<file path="config.mk">
export PLATFORM = sky130hd
export DESIGN_NAME = case_insensitive_substring_match_flat
export DESIGN_NICKNAME = d
export VERILOG_FILES = /design/src/rtl/csm_pkg.sv /design/src/rtl/csm_in_if.sv /design/src/rtl/csm_out_if.sv /design/src/rtl/case_insensitive_substring_match.sv /design/src/flat_wrapper.sv
export SDC_FILE = /design/constraint.sdc
export NUM_CORES = 1
export LEC_CHECK = 0
export BUFFER_PORTS_ARGS = -buffer_cell sky130_fd_sc_hd__buf_2
export CAP_MARGIN = 10
export CORE_UTILIZATION = 45
export DETAILED_ROUTE_END_ITERATION = 8
export HOLD_SLACK_MARGIN = 0.02
export PLACE_DENSITY = 0.72
export SKIP_CTS_REPAIR_TIMING = 1
export SYNTH_ARGS = -nofsm -noshare
export SYNTH_HDL_FRONTEND = slang
export SYNTH_SLANG_ARGS = --single-unit
</file>
<file path="constraint.sdc">
create_clock -name clk -period 8.75 [get_ports clk]
set_input_delay 0.4375 -clock clk [delete_from_list [all_inputs] [get_ports clk]]
set_output_delay 0.4375 -clock clk [all_outputs]
set_load 0.02 [all_outputs]
</file>
<file path="src/rtl/csm_pkg.sv">
package csm_pkg;

    // Payload and register geometry.
    localparam int BYTE_W    = 8;
    localparam int LEN_W     = 6;
    localparam int WORD_W    = 64;
    localparam int NUM_WORDS = 4;
    localparam int KEY_BYTES = 32;
    localparam int ADDR_W    = 6;
    localparam int DATA_W    = 64;

    // ASCII bounds for the upper-to-lower fold.
    localparam logic [BYTE_W-1:0] CHAR_UPPER_A = 8'h41;
    localparam logic [BYTE_W-1:0] CHAR_UPPER_Z = 8'h5A;
    localparam logic [BYTE_W-1:0] CHAR_LOWER_A = 8'h61;
    localparam logic [BYTE_W-1:0] CHAR_LOWER_Z = 8'h7A;
    localparam logic [BYTE_W-1:0] CASE_OFFSET  = CHAR_LOWER_A - CHAR_UPPER_A;

    // Register map, one register every eight bytes.
    typedef enum logic [2:0] {
        REG_LENGTH = 3'd0,
        REG_WORD0  = 3'd1,
        REG_WORD1  = 3'd2,
        REG_WORD2  = 3'd3,
        REG_WORD3  = 3'd4
    } csm_reg_t;

    // A text byte matches a keyword byte directly or after folding A-Z to lower case.
    // The keyword byte is never folded.
    function automatic logic byte_match(input logic [BYTE_W-1:0] text_b,
                                        input logic [BYTE_W-1:0] key_b);
        logic [BYTE_W-1:0] folded;
        folded = text_b;
        if (text_b >= CHAR_UPPER_A && text_b <= CHAR_UPPER_Z)
        begin
            folded = text_b + CASE_OFFSET;
        end
        return (text_b == key_b) || (folded == key_b);
    endfunction

endpackage

</file>
<file path="src/rtl/csm_in_if.sv">
interface csm_in_if;
    logic                        valid;
    logic                        ready;
    logic [csm_pkg::BYTE_W-1:0]  text_byte;
    logic                        has_byte;
    logic                        is_last;

    modport source (output valid, output text_byte, output has_byte, output is_last,
                    input ready);
    modport sink   (input valid, input text_byte, input has_byte, input is_last,
                    output ready);
endinterface

</file>
<file path="src/rtl/csm_out_if.sv">
interface csm_out_if;
    logic valid;
    logic ready;
    logic contains;

    modport source (output valid, output contains, input ready);
    modport sink   (input valid, input contains, output ready);
endinterface

</file>
<file path="src/rtl/case_insensitive_substring_match.sv">
// A transaction marked is_last is registered in the input stage and processed from there into the
// result register, where its contains result is held until it is taken.
// Throughput: one text byte per cycle while the input side does not stall.
// The input side stalls only when an end-of-text item waits for a full result register.
// Reset (rst_n low, asynchronous) clears the match vector, the found flag, all pipeline
// valids and every configuration register to zero.
module case_insensitive_substring_match #(
    parameter int MAX_KEYWORD = 32
) (
    input  logic                         clk,
    input  logic                         rst_n,
    input  logic                         psel,
    input  logic                         penable,
    input  logic                         pwrite,
    input  logic [csm_pkg::ADDR_W-1:0]   paddr,
    input  logic [csm_pkg::DATA_W-1:0]   pwdata,
    output logic [csm_pkg::DATA_W-1:0]   prdata,
    output logic                         pready,
    csm_in_if.sink                       in_ch,
    csm_out_if.source                    out_ch
);

    localparam int SLOTS = (MAX_KEYWORD < csm_pkg::KEY_BYTES) ? MAX_KEYWORD
                                                              : csm_pkg::KEY_BYTES;
    localparam logic [csm_pkg::LEN_W-1:0] SLOTS_LEN = csm_pkg::LEN_W'(SLOTS);

    // Configuration registers.
    logic [csm_pkg::LEN_W-1:0]                            key_len_reg;
    logic [csm_pkg::NUM_WORDS-1:0][csm_pkg::WORD_W-1:0]   key_word_reg;

    // Input stage.
    logic                        s1_valid_reg;
    logic [csm_pkg::BYTE_W-1:0]  s1_byte_reg;
    logic                        s1_has_reg;
    logic                        s1_last_reg;

    // Match state and result register.
    logic [SLOTS-1:0]            pm_reg;
    logic [SLOTS-1:0]            pm_next;
    logic                        found_reg;
    logic                        found_next;
    logic                        out_valid_reg;
    logic                        out_contains_reg;

    logic                        wr_en;
    csm_pkg::csm_reg_t           reg_sel;
    logic [csm_pkg::LEN_W-1:0]   len_act;
    logic [SLOTS-1:0]            hits;
    logic                        top_hit;
    logic                        update;
    logic                        advance;
    logic                        process;

    // APB decode: one register every eight bytes.
    assign pready  = 1'b1;
    assign wr_en   = psel && penable && pwrite && pready;
    assign reg_sel = csm_pkg::csm_reg_t'(paddr[csm_pkg::ADDR_W-1:3]);

    always_ff @(posedge clk or negedge rst_n)
    begin
        if (!rst_n)
        begin
            key_len_reg  <= '0;
            key_word_reg <= '0;
        end
        else if (wr_en)
        begin
            case (reg_sel)
                csm_pkg::REG_LENGTH: key_len_reg     <= pwdata[csm_pkg::LEN_W-1:0];
                csm_pkg::REG_WORD0:  key_word_reg[0] <= pwdata;
                csm_pkg::REG_WORD1:  key_word_reg[1] <= pwdata;
                csm_pkg::REG_WORD2:  key_word_reg[2] <= pwdata;
                csm_pkg::REG_WORD3:  key_word_reg[3] <= pwdata;
                default: ;
            endcase
        end
    end

    // Register read-back.
    always_comb
    begin
        case (reg_sel)
            csm_pkg::REG_LENGTH: prdata = csm_pkg::DATA_W'(key_len_reg);
            csm_pkg::REG_WORD0:  prdata = key_word_reg[0];
            csm_pkg::REG_WORD1:  prdata = key_word_reg[1];
            csm_pkg::REG_WORD2:  prdata = key_word_reg[2];
            csm_pkg::REG_WORD3:  prdata = key_word_reg[3];
            default:             prdata = '0;
        endcase
    end

    // The input stage moves on unless it holds an end of text and the result is still unread.
    assign advance     = !s1_last_reg || !out_valid_reg || out_ch.ready;
    assign process     = s1_valid_reg && advance;
    assign in_ch.ready = !s1_valid_reg || advance;

    always_ff @(posedge clk or negedge rst_n)
    begin
        if (!rst_n)
        begin
            s1_valid_reg <= 1'b0;
        end
        else if (in_ch.ready)
        begin
            s1_valid_reg <= in_ch.valid;
        end
    end

    always_ff @(posedge clk)
    begin
        if (in_ch.ready && in_ch.valid)
        begin
            s1_byte_reg <= in_ch.text_byte;
            s1_has_reg  <= in_ch.has_byte;
            s1_last_reg <= in_ch.is_last;
        end
    end

    // Keyword length in use, saturated to the number of slots.
    assign len_act = (key_len_reg > SLOTS_LEN) ? SLOTS_LEN : key_len_reg;

    // Parallel byte compare against every active keyword position.
    always_comb
    begin
        for (int i = 0; i < SLOTS; i++)
        begin
            hits[i] = (csm_pkg::LEN_W'(i) < len_act)
                && csm_pkg::byte_match(s1_byte_reg,
                                       key_word_reg[i / 8][(i % 8) * 8 +: 8]);
        end
    end

    // Shift-and update and full-match detect at the last active position.
    assign update  = s1_has_reg && (len_act != '0);
    assign pm_next = update ? (((pm_reg << 1) | SLOTS'(1)) & hits) : pm_reg;

    always_comb
    begin
        top_hit = 1'b0;
        for (int i = 0; i < SLOTS; i++)
        begin
            if (csm_pkg::LEN_W'(i + 1) == len_act)
            begin
                top_hit = pm_next[i];
            end
        end
    end

    assign found_next = found_reg || (update && top_hit);

    // Match state and result register.
    always_ff @(posedge clk or negedge rst_n)
    begin
        if (!rst_n)
        begin
            pm_reg           <= '0;
            found_reg        <= 1'b0;
            out_valid_reg    <= 1'b0;
            out_contains_reg <= 1'b0;
        end
        else
        begin
            if (process && s1_last_reg)
            begin
                pm_reg           <= '0;
                found_reg        <= 1'b0;
                out_valid_reg    <= 1'b1;
                out_contains_reg <= (len_act == '0) || found_next;
            end
            else
            begin
                if (process)
                begin
                    pm_reg    <= pm_next;
                    found_reg <= found_next;
                end
                if (out_ch.ready)
                begin
                    out_valid_reg <= 1'b0;
                end
            end
        end
    end

    assign out_ch.valid    = out_valid_reg;
    assign out_ch.contains = out_contains_reg;

endmodule

</file>
<file path="src/flat_wrapper.sv">
// flat-port wrapper written by rule: the top's interface ports become plain ports
module case_insensitive_substring_match_flat 
#(
    parameter int MAX_KEYWORD = 32
)
  (clk, rst_n, psel, penable, pwrite, paddr, pwdata, prdata, pready, in_ch_valid, in_ch_text_byte, in_ch_has_byte, in_ch_is_last, in_ch_ready, out_ch_valid, out_ch_contains, out_ch_ready);
  csm_in_if in_ch_i ();
  csm_out_if out_ch_i ();
  input  logic clk;
  input  logic rst_n;
  input  logic psel;
  input  logic penable;
  input  logic pwrite;
  input  logic [csm_pkg::ADDR_W-1:0] paddr;
  input  logic [csm_pkg::DATA_W-1:0] pwdata;
  output logic [csm_pkg::DATA_W-1:0] prdata;
  output logic pready;
  input wire logic [$bits(in_ch_i.valid)-1:0] in_ch_valid;
  input wire logic [$bits(in_ch_i.text_byte)-1:0] in_ch_text_byte;
  input wire logic [$bits(in_ch_i.has_byte)-1:0] in_ch_has_byte;
  input wire logic [$bits(in_ch_i.is_last)-1:0] in_ch_is_last;
  output wire logic [$bits(in_ch_i.ready)-1:0] in_ch_ready;
  output wire logic [$bits(out_ch_i.valid)-1:0] out_ch_valid;
  output wire logic [$bits(out_ch_i.contains)-1:0] out_ch_contains;
  input wire logic [$bits(out_ch_i.ready)-1:0] out_ch_ready;
  assign in_ch_i.valid = in_ch_valid;
  assign in_ch_i.text_byte = in_ch_text_byte;
  assign in_ch_i.has_byte = in_ch_has_byte;
  assign in_ch_i.is_last = in_ch_is_last;
  assign in_ch_ready = in_ch_i.ready;
  assign out_ch_valid = out_ch_i.valid;
  assign out_ch_contains = out_ch_i.contains;
  assign out_ch_i.ready = out_ch_ready;
  case_insensitive_substring_match #(.MAX_KEYWORD(MAX_KEYWORD)) u_core (.clk(clk), .rst_n(rst_n), .psel(psel), .penable(penable), .pwrite(pwrite), .paddr(paddr), .pwdata(pwdata), .prdata(prdata), .pready(pready), .in_ch(in_ch_i), .out_ch(out_ch_i));
endmodule
</file>
==> results by stage <==
Outcome:
- The run finished, with violations left.
- The final reports fail on negative hold slack.

Timing:
- The ratio of final minimum period to clock period is a little over half.
- The minimum period implied by the final worst setup slack is 4.75 ns.
- Clock skew on the completed layout was measured at approximately 0.036 ns.
- The worst slew margin relative to its limit is between 10% and 20%.
- Setup repair after global routing left no endpoint under its margin.
- The final setup violation count is 0.
- The slew of the pin with the lowest slew margin is between 1 and 1.5 ns.
- The max-slew violation count came to 0.
- Setup total negative slack on the finished layout was measured at 0 ns.
- The worst hold margin is -0.0204 ns.
- The number of failing hold endpoints at the final stage came to 4.
- Timing would allow up to between 200 and 250 MHz.

Clock network:
- The clock edge transition at the registers on the reported setup and hold paths is about 0.060 ns.
- The tree is rooted in a clkbuf_16.
- The number of sinks handled by clock tree synthesis is between 300 and 400.
- TritonCTS built the clock tree.
- The later pin in the worst-skew pair is clocked with a latency of roughly 0.55 ns.
- The number of buffers between clock root and the deepest sink is 3.
- Counting the buffers created by CTS gives 36.
- In this run the number of H-tree levels came out at 2.

Synthesis:
- For this run, the leading register cell type out of synthesis is dfrtp_1.
- Counting every instance in the synthesized netlist gives between 1500 and 2000.
- Sequential cells were found to cover 40.7% of the synthesized design area.
- The number of distinct standard cells referenced by the synthesized netlist is 84.
- The commonest cells after synthesis are dfrtp_1, mux2_2, xnor2_1.
- The cell taking the most area after synthesis is dfrtp_1.
- The synthesized cell area is between 0.015 and 0.02 sq mm.
- The synthesized netlist net count is just under 2000.
- After synthesis the netlist holds a flip-flop and latch count of a little over 300.
- The top-area cell type share of the netlist area is 39.2%.
- The most frequent cell after synthesis is dfrtp_1.
- Yosys mapped a number of flops with a built-in enable equal to 10.
- Sorting the synthesized cells by area gives the leading types as dfrtp_1, mux2_2, xnor2_1.
- For this run, asynchronously set or reset flops after synthesis account for just under 100%.
- The post-synthesis average cell area is 10.3 sq um.
- The yosys synthesis warning count is 0.

Floorplan:
- The x dimension of the die is 207 microns.
- The cell row count is 74.
- The initial utilization of the core area, before any placement, comes to 46.1%.
- The die span in y is approximately 210 microns.
- The floorplan step defined a die boundary enclosing ~0.043 sq mm.
- After floorplanning, the core was sized to cover between 0.04 and 0.05 sq mm.
- The count of boundary I/O pins is around 160.

Global routing:
- The global routing met3 resource utilization is roughly 4.5%.
- The routing usage on met1 is 37.1%.
- The remaining global-route overflow is 0.
- The met2 global-route usage is ~45%.
- The number of global-route vias before repair is roughly 16000.
- The initial antenna violation count is 5.
- Entering global routing, the biggest net connects between 150 and 200 pins.
- The overall routing resource usage is 27.8%.
- The global-route layer with the greatest usage is met2.
- The first global-routing pass estimated ~94000 microns of wire.

Worst hold path:
- The kind of path behind the tightest hold check is primary input to asynchronous set/reset pin.

Layout:
- The layout overhead on the synthesized area is 12.7%.
- Fill cells in the final layout number 3732.
- The net count of the finished layout is 2007.
- The register with the most flip-flops in the layout has between 200 and 300 of them.
- Cells with a size suffix above 1 make up a little over a quarter of the layout.
- After routing the design area is 0.0214 sq mm.

Setup path:
- The critical path is of the register to register type.
- The setup slack of the most critical reg-to-reg path is 4.00 ns.
- The reg-to-reg startpoint is u_core.s1_byte_reg[5].
- The reg-to-reg endpoint is u_core.out_ch.contains.
- Counting cells, the worst reg-to-reg path comes to 14.
- The critical path data required time is between 9 and 10 ns.
- Data on the critical path arrives at its endpoint at 5.21 ns.
- The largest fanout on the critical path is between 50 and 60.
- The launching element type of the critical path is a register.
- The type of destination of the critical path is a register.

Power and ir drop:
- The power spent charging and discharging nets is around 0.0016 W.
- The internal portion of the total power is between 0.003 and 0.004 W.
- Across the VDD grid, the largest voltage drop is ~0.17 mV.
- Of the total power, the clock network draws 33.7%.
- Registers are responsible for approximately two fifths of the overall power.
- The total power divided by cell area is around 230 mW/mm^2.
- Combinational logic burns roughly a quarter of the power.
- The leakage component of the power is about 9.0 nW.
- Net switching is 33.0% of the power.

Placement:
- The half-perimeter wire length after placement is just under 40000 microns.
- The final weighted congestion in routability-driven placement is 0.983.
- The number of port buffers is 150.
- The instance area after placement is 0.0201 sq mm.

Routing:
- The DRC violation count after routing is 0.
- Summed over all layers, the routed wires come to a little over 60000 microns.
- For this block, the initial DRC count from the detailed router was roughly 1900.
- The total vias in the final route is 15700.
- The first-pass iteration count of the detailed router is 5.
- In the routed layout, each cell is associated on average with a via count of 6.33.
- The detailed-route wire length per cell is ~25 microns.
- The post-route antenna net violation count is 0.

Job:
- The max capacitance violation total is 0.
-- critical path: stages (launching register included) --
cell	delay (ns)
edfxtp_1	0.33
buf_4	0.65
ha_1	0.25
and3b_1	0.32
o22ai_1	0.39
nor2_2	0.75
buf_4	0.38
xnor2_1	0.17
nand3_1	0.10
a311oi_1	0.43
a2111oi_0	0.18
o211ai_2	0.20
nand4_1	0.09
a21oi_1	0.21
o22a_1	0.17
-- area by class of cell --
class / count / area, sq um / share of cell area, %
Antenna cell: 4 / 10.0 / 0.0468
Clock buffer: 57 / 1130 / 5.29
Clock inverter: 8 / 161 / 0.754
Inverter: 18 / 67.6 / 0.316
Multi-Input combinational cell: 1375 / 10600 / 49.6
Sequential cell: 307 / 7730 / 36.1
Tap cell: 532 / 666 / 3.11
Timing Repair Buffer: 181 / 1010 / 4.70
-- cells by family (layout without fill, tap and decap cells) --
family / count (synthesis) / count (layout) / synth area share [%]
simple gates: 400 / 400 / 10.4
flops: 307 / 307 / 40.7
mux: 271 / 271 / 16.0
fa+ha+maj: 1 / 1 / 0.0659
buf+inv: 167 / 264 / 3.69
compound gates: 389 / 389 / 14.6
other cells: 1 / 5 / 0.0198
xor+xnor: 313 / 313 / 14.4
-- worst max path at each step --
stage / cells past startpoint / end / startpoint
6_report: 14 / u_core.out_ch.contains / u_core.s1_byte_reg[5]
5_1_grt: 14 / u_core.out_ch.contains / u_core.s1_byte_reg[5]
4_1_cts: 14 / u_core.out_ch.contains / u_core.s1_byte_reg[5]
3_5_place_dp: 14 / u_core.out_ch.contains / u_core.s1_byte_reg[5]
3_3_place_gp: 14 / u_core.out_ch.contains / u_core.s1_byte_reg[5]
2_1_floorplan: 13 / u_core.out_ch.contains / u_core.s1_byte_reg[0]
-- metrics by stage --
stage          hold slack (ns)  util [%]  total power, W  setup slack [ns]  cells
6_report               -0.0204      51.9         0.00482              4.00   2482
5_1_grt                 0.0557      51.9         0.00502              3.74   2482
4_1_cts                 0.0501      51.9         0.00483              4.13   2478
3_5_place_dp             0.530      48.8         0.00319              4.19   2413
3_3_place_gp             0.512      48.8         0.00314              4.12   2413
2_1_floorplan            0.142         -         0.00278              5.58   1849
-- routing by layer --
layer | up-vias | routed length (microns)
met5 | - | 13
met4 | 2 | 2400
met3 | 162 | 4740
met2 | 751 | 28400
met1 | 7945 | 25300
li1 | 6850 | -
-- cell usage in the layout (no fill, tap or decap), types with 10 or more instances in the layout --
cell type / synthesis / routed
mux2_2: 260 / 260
nand3_1: 26 / 26
inv_1: 17 / 17
nor2_1: 50 / 46
edfxtp_1: 10 / 10
a21oi_1: 51 / 51
xnor2_1: 180 / 180
mux2i_1: 11 / 11
a31oi_1: 24 / 24
o211ai_1: 10 / 10
o31ai_1: 14 / 14
o21ai_1: 11 / 10
nor3_1: 51 / 50
a211oi_1: 10 / 10
o21ai_0: 43 / 43
nand2b_1: 13 / 13
xor2_1: 133 / 133
clkbuf_8: 0 / 11
a22oi_1: 125 / 125
o22ai_1: 12 / 12
nor4_1: 19 / 19
buf_2: 26 / 149
clkbuf_16: 0 / 38
nand4_1: 38 / 38
nand2_1: 147 / 147
buf_4: 3 / 30
dfrtp_1: 297 / 297
-- power by group through the flow --
stage,logic [W],registers [W],clock network [W]
after global placement,0.00115,0.00199,0
final,0.00120,0.00199,0.00163
after CTS,0.00119,0.00198,0.00165
after global routing,0.00129,0.00202,0.00170
after detailed placement,0.00118,0.00201,0
after floorplan,0.000891,0.00189,0
Power figures use the tool's default switching activity.
